## src/rtl/phcd_pkg.sv

```systemverilog
package phcd_pkg;

    // channel and led frame widths
    localparam int CHAN_W   = 12;
    localparam int ROW_W    = 16;
    localparam int OUT_ROWS = 8;

    // decay counter
    localparam int          COUNT_W     = 7;
    localparam logic [6:0]  PEAK_RELOAD = 7'd79;

    // full-scale channel value, 2**CHAN_W - 1
    localparam int FULL_SCALE = 4095;

    // defaults for the top level parameters
    localparam int DEF_NUM_COLUMNS = 16;
    localparam int DEF_NUM_ROWS    = 8;

    // row of a counter: count / 10, as count * 205 >> 11 (exact below 1029)
    localparam int ROW_RECIP = 205;
    localparam int ROW_SHIFT = 11;
    localparam int ROW_IDX_W = 4;

    function automatic logic [ROW_IDX_W-1:0] row_of(input logic [COUNT_W-1:0] count);
        logic [14:0] prod;
        prod = 15'(count) * 15'(ROW_RECIP);
        return prod[ROW_SHIFT +: ROW_IDX_W];
    endfunction

endpackage

```

## src/rtl/phcd_in_if.sv

```systemverilog
interface phcd_in_if;
    logic                       valid;
    logic                       ready;
    logic [phcd_pkg::CHAN_W-1:0] chan_a;
    logic [phcd_pkg::CHAN_W-1:0] chan_b;
    logic [phcd_pkg::CHAN_W-1:0] chan_c;

    modport source (output valid, output chan_a, output chan_b, output chan_c,
                    input ready);
    modport sink   (input valid, input chan_a, input chan_b, input chan_c,
                    output ready);
endinterface

```

## src/rtl/phcd_out_if.sv

```systemverilog
interface phcd_out_if;
    logic                       valid;
    logic                       ready;
    logic [phcd_pkg::ROW_W-1:0] row0;
    logic [phcd_pkg::ROW_W-1:0] row1;
    logic [phcd_pkg::ROW_W-1:0] row2;
    logic [phcd_pkg::ROW_W-1:0] row3;
    logic [phcd_pkg::ROW_W-1:0] row4;
    logic [phcd_pkg::ROW_W-1:0] row5;
    logic [phcd_pkg::ROW_W-1:0] row6;
    logic [phcd_pkg::ROW_W-1:0] row7;
    logic                       too_big;

    modport source (output valid, output row0, output row1, output row2, output row3,
                    output row4, output row5, output row6, output row7,
                    output too_big, input ready);
    modport sink   (input valid, input row0, input row1, input row2, input row3,
                    input row4, input row5, input row6, input row7,
                    input too_big, output ready);
endinterface

```

## src/rtl/phcd_column_map.sv

```systemverilog
module phcd_column_map #(
    parameter int NUM_COLUMNS = phcd_pkg::DEF_NUM_COLUMNS
) (
    input  logic [phcd_pkg::CHAN_W-1:0]        value,
    output logic [$clog2(NUM_COLUMNS)-1:0]     column,
    output logic                               clamped
);
    import phcd_pkg::*;

    localparam int COL_W  = $clog2(NUM_COLUMNS);
    localparam int Q_W    = $clog2(NUM_COLUMNS + 1);
    localparam int PROD_W = CHAN_W + Q_W;
    localparam int REM_W  = CHAN_W + 1;

    logic [PROD_W-1:0] prod;
    logic [Q_W-1:0]    quot_est;
    logic [REM_W-1:0]  rem;
    logic [Q_W-1:0]    quot;

    // value * columns / 4095: p = q0*4096 + lo = q0*4095 + (lo + q0),
    // and lo + q0 stays below twice the divisor, so one correction step
    always_comb
    begin
        prod     = PROD_W'(value) * PROD_W'(NUM_COLUMNS);
        quot_est = prod[PROD_W-1:CHAN_W];
        rem      = REM_W'(prod[CHAN_W-1:0]) + REM_W'(quot_est);
        quot     = quot_est + Q_W'(rem >= REM_W'(FULL_SCALE));
    end

    // full-scale value lands one past the last column
    always_comb
    begin
        if (quot >= Q_W'(NUM_COLUMNS))
        begin
            column  = COL_W'(NUM_COLUMNS - 1);
            clamped = 1'b1;
        end
        else
        begin
            column  = quot[COL_W-1:0];
            clamped = 1'b0;
        end
    end

endmodule

```

## src/rtl/peak_hold_column_display.sv

```systemverilog
// peak-hold column display for three channels
//
// samples (sink): one beat carries chan_a, chan_b and chan_c, 12 bits each.
// leds (source): one beat per input beat with rows row0 (bottom) to row7
// (top), bit x lighting column x, and too_big when a full-scale channel
// was clamped onto the last column.
//
// every column keeps a decay counter; each frame lights row count/10 of
// each column and steps its counter down, while columns hit by a channel
// reload to 79 and light over their full height.
//
// a beat accepted into the input register moves on to the result register
// when that register is empty or leds.ready is high; leds.valid rises with
// the move, and the led beat leaves the result register on leds.ready.
// throughput: one beat per cycle while leds.ready stays high, set by the single
// pass from input register through the counter update into the result register.
// reset clears all decay counters and empties both registers. when the
// receiver stalls the result register holds, the input register takes one
// more beat, and then samples.ready drops until leds.ready returns.
module peak_hold_column_display #(
    parameter int NUM_COLUMNS = phcd_pkg::DEF_NUM_COLUMNS,
    parameter int NUM_ROWS    = phcd_pkg::DEF_NUM_ROWS
) (
    input  logic      clk,
    input  logic      rst_n,
    phcd_in_if.sink   samples,
    phcd_out_if.source leds
);
    import phcd_pkg::*;

    localparam int COL_W = $clog2(NUM_COLUMNS);

    // input register
    logic              s1_valid_reg;
    logic [CHAN_W-1:0] chan_a_reg;
    logic [CHAN_W-1:0] chan_b_reg;
    logic [CHAN_W-1:0] chan_c_reg;

    // result register
    logic              out_valid_reg;
    logic [ROW_W-1:0]  row_reg [OUT_ROWS];
    logic              too_big_reg;
    logic [ROW_W-1:0]  row_next [OUT_ROWS];
    logic              too_big_next;

    // decay counters
    logic [COUNT_W-1:0] count_reg  [NUM_COLUMNS];
    logic [COUNT_W-1:0] count_next [NUM_COLUMNS];

    logic                   advance;
    logic [COL_W-1:0]       col_a;
    logic [COL_W-1:0]       col_b;
    logic [COL_W-1:0]       col_c;
    logic                   clamp_a;
    logic                   clamp_b;
    logic                   clamp_c;
    logic [NUM_COLUMNS-1:0] hit;
    logic [NUM_COLUMNS-1:0] lit [NUM_ROWS];

    // handshake
    assign advance       = s1_valid_reg && (!out_valid_reg || leds.ready);
    assign samples.ready = !s1_valid_reg || advance;

    // channel to column mapping
    phcd_column_map #(.NUM_COLUMNS(NUM_COLUMNS)) u_map_a
    (
        .value   (chan_a_reg),
        .column  (col_a),
        .clamped (clamp_a)
    );

    phcd_column_map #(.NUM_COLUMNS(NUM_COLUMNS)) u_map_b
    (
        .value   (chan_b_reg),
        .column  (col_b),
        .clamped (clamp_b)
    );

    phcd_column_map #(.NUM_COLUMNS(NUM_COLUMNS)) u_map_c
    (
        .value   (chan_c_reg),
        .column  (col_c),
        .clamped (clamp_c)
    );

    assign too_big_next = clamp_a || clamp_b || clamp_c;

    // per-column decay row, counter step and peak reload
    always_comb
    begin
        logic [ROW_IDX_W-1:0] r;
        for (int y = 0; y < NUM_ROWS; y++)
        begin
            lit[y] = '0;
        end
        for (int x = 0; x < NUM_COLUMNS; x++)
        begin
            hit[x] = (col_a == COL_W'(x)) || (col_b == COL_W'(x)) || (col_c == COL_W'(x));
            r = row_of(count_reg[x]);
            if ({1'b0, r} > 5'(NUM_ROWS - 1))
            begin
                r = ROW_IDX_W'(NUM_ROWS - 1);
            end
            for (int y = 0; y < NUM_ROWS; y++)
            begin
                lit[y][x] = (r == ROW_IDX_W'(y)) || hit[x];
            end
            if (hit[x])
            begin
                count_next[x] = PEAK_RELOAD;
            end
            else if (count_reg[x] != '0)
            begin
                count_next[x] = count_reg[x] - COUNT_W'(1);
            end
            else
            begin
                count_next[x] = '0;
            end
        end
    end

    // fit the lit matrix onto the fixed output rows
    for (genvar gy = 0; gy < OUT_ROWS; gy++)
    begin : g_row
        for (genvar gx = 0; gx < ROW_W; gx++)
        begin : g_bit
            if (gy < NUM_ROWS && gx < NUM_COLUMNS)
            begin : g_used
                assign row_next[gy][gx] = lit[gy][gx];
            end
            else
            begin : g_unused
                assign row_next[gy][gx] = 1'b0;
            end
        end
    end

    // input register
    always_ff @(posedge clk or negedge rst_n)
    begin
        if (!rst_n)
        begin
            s1_valid_reg <= 1'b0;
        end
        else if (samples.ready)
        begin
            s1_valid_reg <= samples.valid;
        end
    end

    always_ff @(posedge clk)
    begin
        if (samples.ready && samples.valid)
        begin
            chan_a_reg <= samples.chan_a;
            chan_b_reg <= samples.chan_b;
            chan_c_reg <= samples.chan_c;
        end
    end

    // decay counters
    always_ff @(posedge clk or negedge rst_n)
    begin
        if (!rst_n)
        begin
            for (int x = 0; x < NUM_COLUMNS; x++)
            begin
                count_reg[x] <= '0;
            end
        end
        else if (advance)
        begin
            for (int x = 0; x < NUM_COLUMNS; x++)
            begin
                count_reg[x] <= count_next[x];
            end
        end
    end

    // result register
    always_ff @(posedge clk or negedge rst_n)
    begin
        if (!rst_n)
        begin
            out_valid_reg <= 1'b0;
        end
        else if (advance)
        begin
            out_valid_reg <= 1'b1;
        end
        else if (leds.ready)
        begin
            out_valid_reg <= 1'b0;
        end
    end

    always_ff @(posedge clk)
    begin
        if (advance)
        begin
            for (int y = 0; y < OUT_ROWS; y++)
            begin
                row_reg[y] <= row_next[y];
            end
            too_big_reg <= too_big_next;
        end
    end

    // output beat
    assign leds.valid   = out_valid_reg;
    assign leds.row0    = row_reg[0];
    assign leds.row1    = row_reg[1];
    assign leds.row2    = row_reg[2];
    assign leds.row3    = row_reg[3];
    assign leds.row4    = row_reg[4];
    assign leds.row5    = row_reg[5];
    assign leds.row6    = row_reg[6];
    assign leds.row7    = row_reg[7];
    assign leds.too_big = too_big_reg;

endmodule
```

## src/flat_wrapper.sv

```systemverilog
// flat-port wrapper written by rule: the top's interface ports become plain ports
module peak_hold_column_display_flat import phcd_pkg::*;
#(
    parameter int NUM_COLUMNS = phcd_pkg::DEF_NUM_COLUMNS,
    parameter int NUM_ROWS    = phcd_pkg::DEF_NUM_ROWS
)
  (clk, rst_n, samples_valid, samples_chan_a, samples_chan_b, samples_chan_c, samples_ready, leds_valid, leds_row0, leds_row1, leds_row2, leds_row3, leds_row4, leds_row5, leds_row6, leds_row7, leds_too_big, leds_ready);
  phcd_in_if samples_i ();
  phcd_out_if leds_i ();
  input  logic clk;
  input  logic rst_n;
  input wire logic [$bits(samples_i.valid)-1:0] samples_valid;
  input wire logic [$bits(samples_i.chan_a)-1:0] samples_chan_a;
  input wire logic [$bits(samples_i.chan_b)-1:0] samples_chan_b;
  input wire logic [$bits(samples_i.chan_c)-1:0] samples_chan_c;
  output wire logic [$bits(samples_i.ready)-1:0] samples_ready;
  output wire logic [$bits(leds_i.valid)-1:0] leds_valid;
  output wire logic [$bits(leds_i.row0)-1:0] leds_row0;
  output wire logic [$bits(leds_i.row1)-1:0] leds_row1;
  output wire logic [$bits(leds_i.row2)-1:0] leds_row2;
  output wire logic [$bits(leds_i.row3)-1:0] leds_row3;
  output wire logic [$bits(leds_i.row4)-1:0] leds_row4;
  output wire logic [$bits(leds_i.row5)-1:0] leds_row5;
  output wire logic [$bits(leds_i.row6)-1:0] leds_row6;
  output wire logic [$bits(leds_i.row7)-1:0] leds_row7;
  output wire logic [$bits(leds_i.too_big)-1:0] leds_too_big;
  input wire logic [$bits(leds_i.ready)-1:0] leds_ready;
  assign samples_i.valid = samples_valid;
  assign samples_i.chan_a = samples_chan_a;
  assign samples_i.chan_b = samples_chan_b;
  assign samples_i.chan_c = samples_chan_c;
  assign samples_ready = samples_i.ready;
  assign leds_valid = leds_i.valid;
  assign leds_row0 = leds_i.row0;
  assign leds_row1 = leds_i.row1;
  assign leds_row2 = leds_i.row2;
  assign leds_row3 = leds_i.row3;
  assign leds_row4 = leds_i.row4;
  assign leds_row5 = leds_i.row5;
  assign leds_row6 = leds_i.row6;
  assign leds_row7 = leds_i.row7;
  assign leds_too_big = leds_i.too_big;
  assign leds_i.ready = leds_ready;
  peak_hold_column_display #(.NUM_COLUMNS(NUM_COLUMNS), .NUM_ROWS(NUM_ROWS)) u_core (.clk(clk), .rst_n(rst_n), .samples(samples_i), .leds(leds_i));
endmodule
```

## config.mk

```make
export PLATFORM = sky130hd
export DESIGN_NAME = peak_hold_column_display_flat
export DESIGN_NICKNAME = d
export VERILOG_FILES = /design/src/rtl/phcd_pkg.sv /design/src/rtl/phcd_in_if.sv /design/src/rtl/phcd_out_if.sv /design/src/rtl/phcd_column_map.sv /design/src/rtl/peak_hold_column_display.sv /design/src/flat_wrapper.sv
export SDC_FILE = /design/constraint.sdc
export NUM_CORES = 1
export LEC_CHECK = 0
export BUFFER_PORTS_ARGS = -buffer_cell sky130_fd_sc_hd__buf_2
export CAP_MARGIN = 20
export CORE_ASPECT_RATIO = 1.4
export CORE_UTILIZATION = 35
export DETAILED_ROUTE_END_ITERATION = 6
export PLACE_DENSITY = 0.49
export SLEW_MARGIN = 30
export SYNTH_ARGS = -nofsm -noshare
export SYNTH_HDL_FRONTEND = slang
export SYNTH_SLANG_ARGS = --single-unit
```

## constraint.sdc

```tcl
create_clock -name clk -period 9.5 [get_ports clk]
set_clock_uncertainty 0.05 [all_clocks]
set_input_delay 1.9 -clock clk [delete_from_list [all_inputs] [get_ports clk]]
set_output_delay 1.9 -clock clk [all_outputs]
set_load 0.005 [all_outputs]
```

==> flow_summary.json <==
{
  "grtUsageMet1_pct": 17.6,
  "dp_hpwl_um": 49900,
  "ant_nets": 0,
  "synth_sequential_area_ratio_pct": 27.6,
  "largest_reg_flops": 128,
  "n_fill_cell": 7889,
  "first_pass_iters": 7,
  "synth_area_sq_um": 28300,
  "wirelength_um": 63100,
  "grt_pass1_vias": 21900,
  "yosysUniqueCellTypes": 76,
  "tritoncts_num_sinks": 279,
  "critPathMaxFanout": 7,
  "slew_violations": 0,
  "syn_avg_cell_area_sq_um": 9.74,
  "antenna_found_initial": 0,
  "num_vias": 21100,
  "period_share_pct": 48.7,
  "io_buffers": 170,
  "dp_cells": 4095,
  "maxSlewHeadroom_pct": 39.1,
  "finalSetupViolations": 0,
  "worst_hold_path_type": "flop to flop",
  "cts_tree": "yes",
  "wl_per_cell_um": 15.2,
  "place_ws_ns": 4.53,
  "crit_required_ns": 9.75,
  "finalInstanceArea_sq_um": 31600,
  "clockBufferDepth": 3,
  "ys_ff_latch": 279,
  "rsz0062_at_grt": "false",
  "holdBufCountCts": 0,
  "postSynthCellCount": 2905,
  "top_usage_layer": "met2",
  "multi_input_area_sq_um": 18500,
  "antennaDiodeCount": 0,
  "clk_pin_slew_worst_paths_ns": 0.06,
  "die_area_sq_um": 82000,
  "rows": 123,
  "drt-initial-drc-count": 707,
  "drc": 0,
  "layout_common_cells": "ha_1 (642), inv_1 (455), o21ai_0 (227)",
  "worst_pin_slew_ns": 0.914,
  "status": "complete, no violations",
  "place.gp.congestion": 0.834,
  "grt_overflow": 0,
  "die_x_um": 242,
  "io_pins": 171,
  "drv_cap": 0,
  "start_util_pct": 35.3,
  "drive_gt1_share_pct": 9.77,
  "cp.arrival_ns": 4.88,
  "final_nets": 3882,
  "root_buffer": "clkbuf_16",
  "endpoint_kind": "flop",
  "insertion_delay_ns": 0.59,
  "dieHeight_um": 338,
  "placed_cell_area_sq_um": 30400,
  "synth-edff-count": 165,
  "synth_fp_nets": 3715,
  "final_common_cell": "ha_1",
  "finalHoldViolations": 0,
  "worst_slack_ns": 4.87,
  "grtUsageMet3_pct": 2.05,
  "met2_usage_pct": 29.5,
  "grt_usage_pct": 15.5,
  "fin_tns_setup_ns": 0,
  "syn2layout_area_growth_pct": 11.6,
  "grt_start_max_net_pins": 111,
  "htreeDepth": 2,
  "synth-async-reset-ratio_pct": 40.9,
  "crit_type": "flop to flop",
  "cts_buffers": 36,
  "layout.area.seq_sq_um": 7810,
  "fin_cells": 4162,
  "cts_resized": 0,
  "via_per_inst": 5.06,
  "core_sq_um": 80200,
  "cp-start-kind": "flop",
  "period_needed_ns": 4.63,
  "grt_pass1_wl_um": 106000,
  "yosysWarnings": 0,
  "cts_setup_buffers": 0,
  "max_freq_mhz": 216,
  "ys.flop_type": "edfxtp_1"
}
-- routing by layer --
metal  part of all wire (%)  up-vias
met2                     52      295
met1                     42    10100
met5                      0        -
li1                       -    10500
met4                    2.8        0
met3                    3.0       79
-- path summary, 6_finish.rpt --
path                                                        from                                to  slack [ns]  cells past startpoint
worst max-delay path            u_core.count_reg[60]$_DFFE_PN0P_   u_core.row_reg[1][55]$_DFFE_PP_        4.87                     17
worst min-delay path             u_core.s1_valid_reg$_DFFE_PN0N_     u_core.leds.valid$_DFFE_PN0P_        0.52                      1
worst max register to register  u_core.count_reg[60]$_DFFE_PN0P_   u_core.row_reg[1][55]$_DFFE_PP_        4.87                     17
worst min register to register   u_core.s1_valid_reg$_DFFE_PN0N_     u_core.leds.valid$_DFFE_PN0P_        0.52                      1
max in group asynchronous                                  rst_n  u_core.count_reg[82]$_DFFE_PN0P_        6.92                      2
min in group asynchronous                                  rst_n  u_core.count_reg[92]$_DFFE_PN0P_        1.32                      1
-- kinds of logic after synthesis --
logic type                 count (synthesis)  synth area share (%)
and+or+nand+nor                          573                  9.87
adders and majority gates                770                  37.5
buffers and inverters                    516                  6.92
xor gates and xnor gates                 102                  3.16
DFF                                      279                  27.6
muxes                                     13                 0.482
AOI/OAI and AO/OA                        652                  14.5
-- per-stage QoR --
stage               hold WS (ns)  util (%)
floorplan                  0.407         -
global route               0.561      39.4
global placement           0.489      37.9
CTS                        0.528      39.3
finish                     0.518      39.4
detailed placement         0.511      37.9
-- final cells by class --
type,count,area share (%)
Inverter,458,5.47
Tap cell,1062,4.21
Clock inverter,21,0.674
Timing Repair Buffer,187,3.12
Multi-Input combinational cell,2110,58.8
Sequential cell,279,24.7
Clock buffer,45,3.03
-- cell usage after synthesis, types with 13 or more instances --
cell / count / share of area (%)
a211oi_1: 14 / 0.37
a21boi_0: 23 / 0.61
a21o_1: 28 / 0.74
a21oi_1: 135 / 2.4
a22o_1: 24 / 0.74
a31oi_1: 17 / 0.38
a41oi_1: 13 / 0.40
clkbuf_1: 48 / 0.64
dfrtp_1: 114 / 10
edfxtp_1: 165 / 18
fa_1: 128 / 9.1
ha_1: 642 / 28
inv_1: 456 / 6.1
nand2_1: 181 / 2.4
nand2b_1: 31 / 0.69
nand3_1: 61 / 1.1
nand4_1: 28 / 0.62
nor2_1: 112 / 1.5
nor2b_1: 16 / 0.35
nor3_1: 46 / 0.81
nor4_1: 14 / 0.31
o211ai_1: 25 / 0.66
o21a_1: 13 / 0.35
o21ai_0: 227 / 4.0
o22ai_1: 18 / 0.40
o31ai_1: 22 / 0.58
or2_2: 23 / 0.51
xnor2_1: 64 / 2.0
xor2_1: 38 / 1.2
-- worst max-delay path, cell delays in order, from the launching register on --
cell and delay, ns:
dfrtp_1 0.50, inv_1 0.13, ha_1 0.32, inv_1 0.06, fa_1 0.52, inv_1 0.05
ha_1 0.27, inv_1 0.05, fa_1 0.50, inv_1 0.05, ha_1 0.22, a21oi_1 0.15
o21ai_0 0.10, nor4_1 0.43, nor2b_1 0.09, nor2_1 0.26, xor2_1 0.18, o311ai_0 0.46
Power is not shown: default switching activity piles up to over one toggle a cycle in this logic, so the estimate is an artifact.
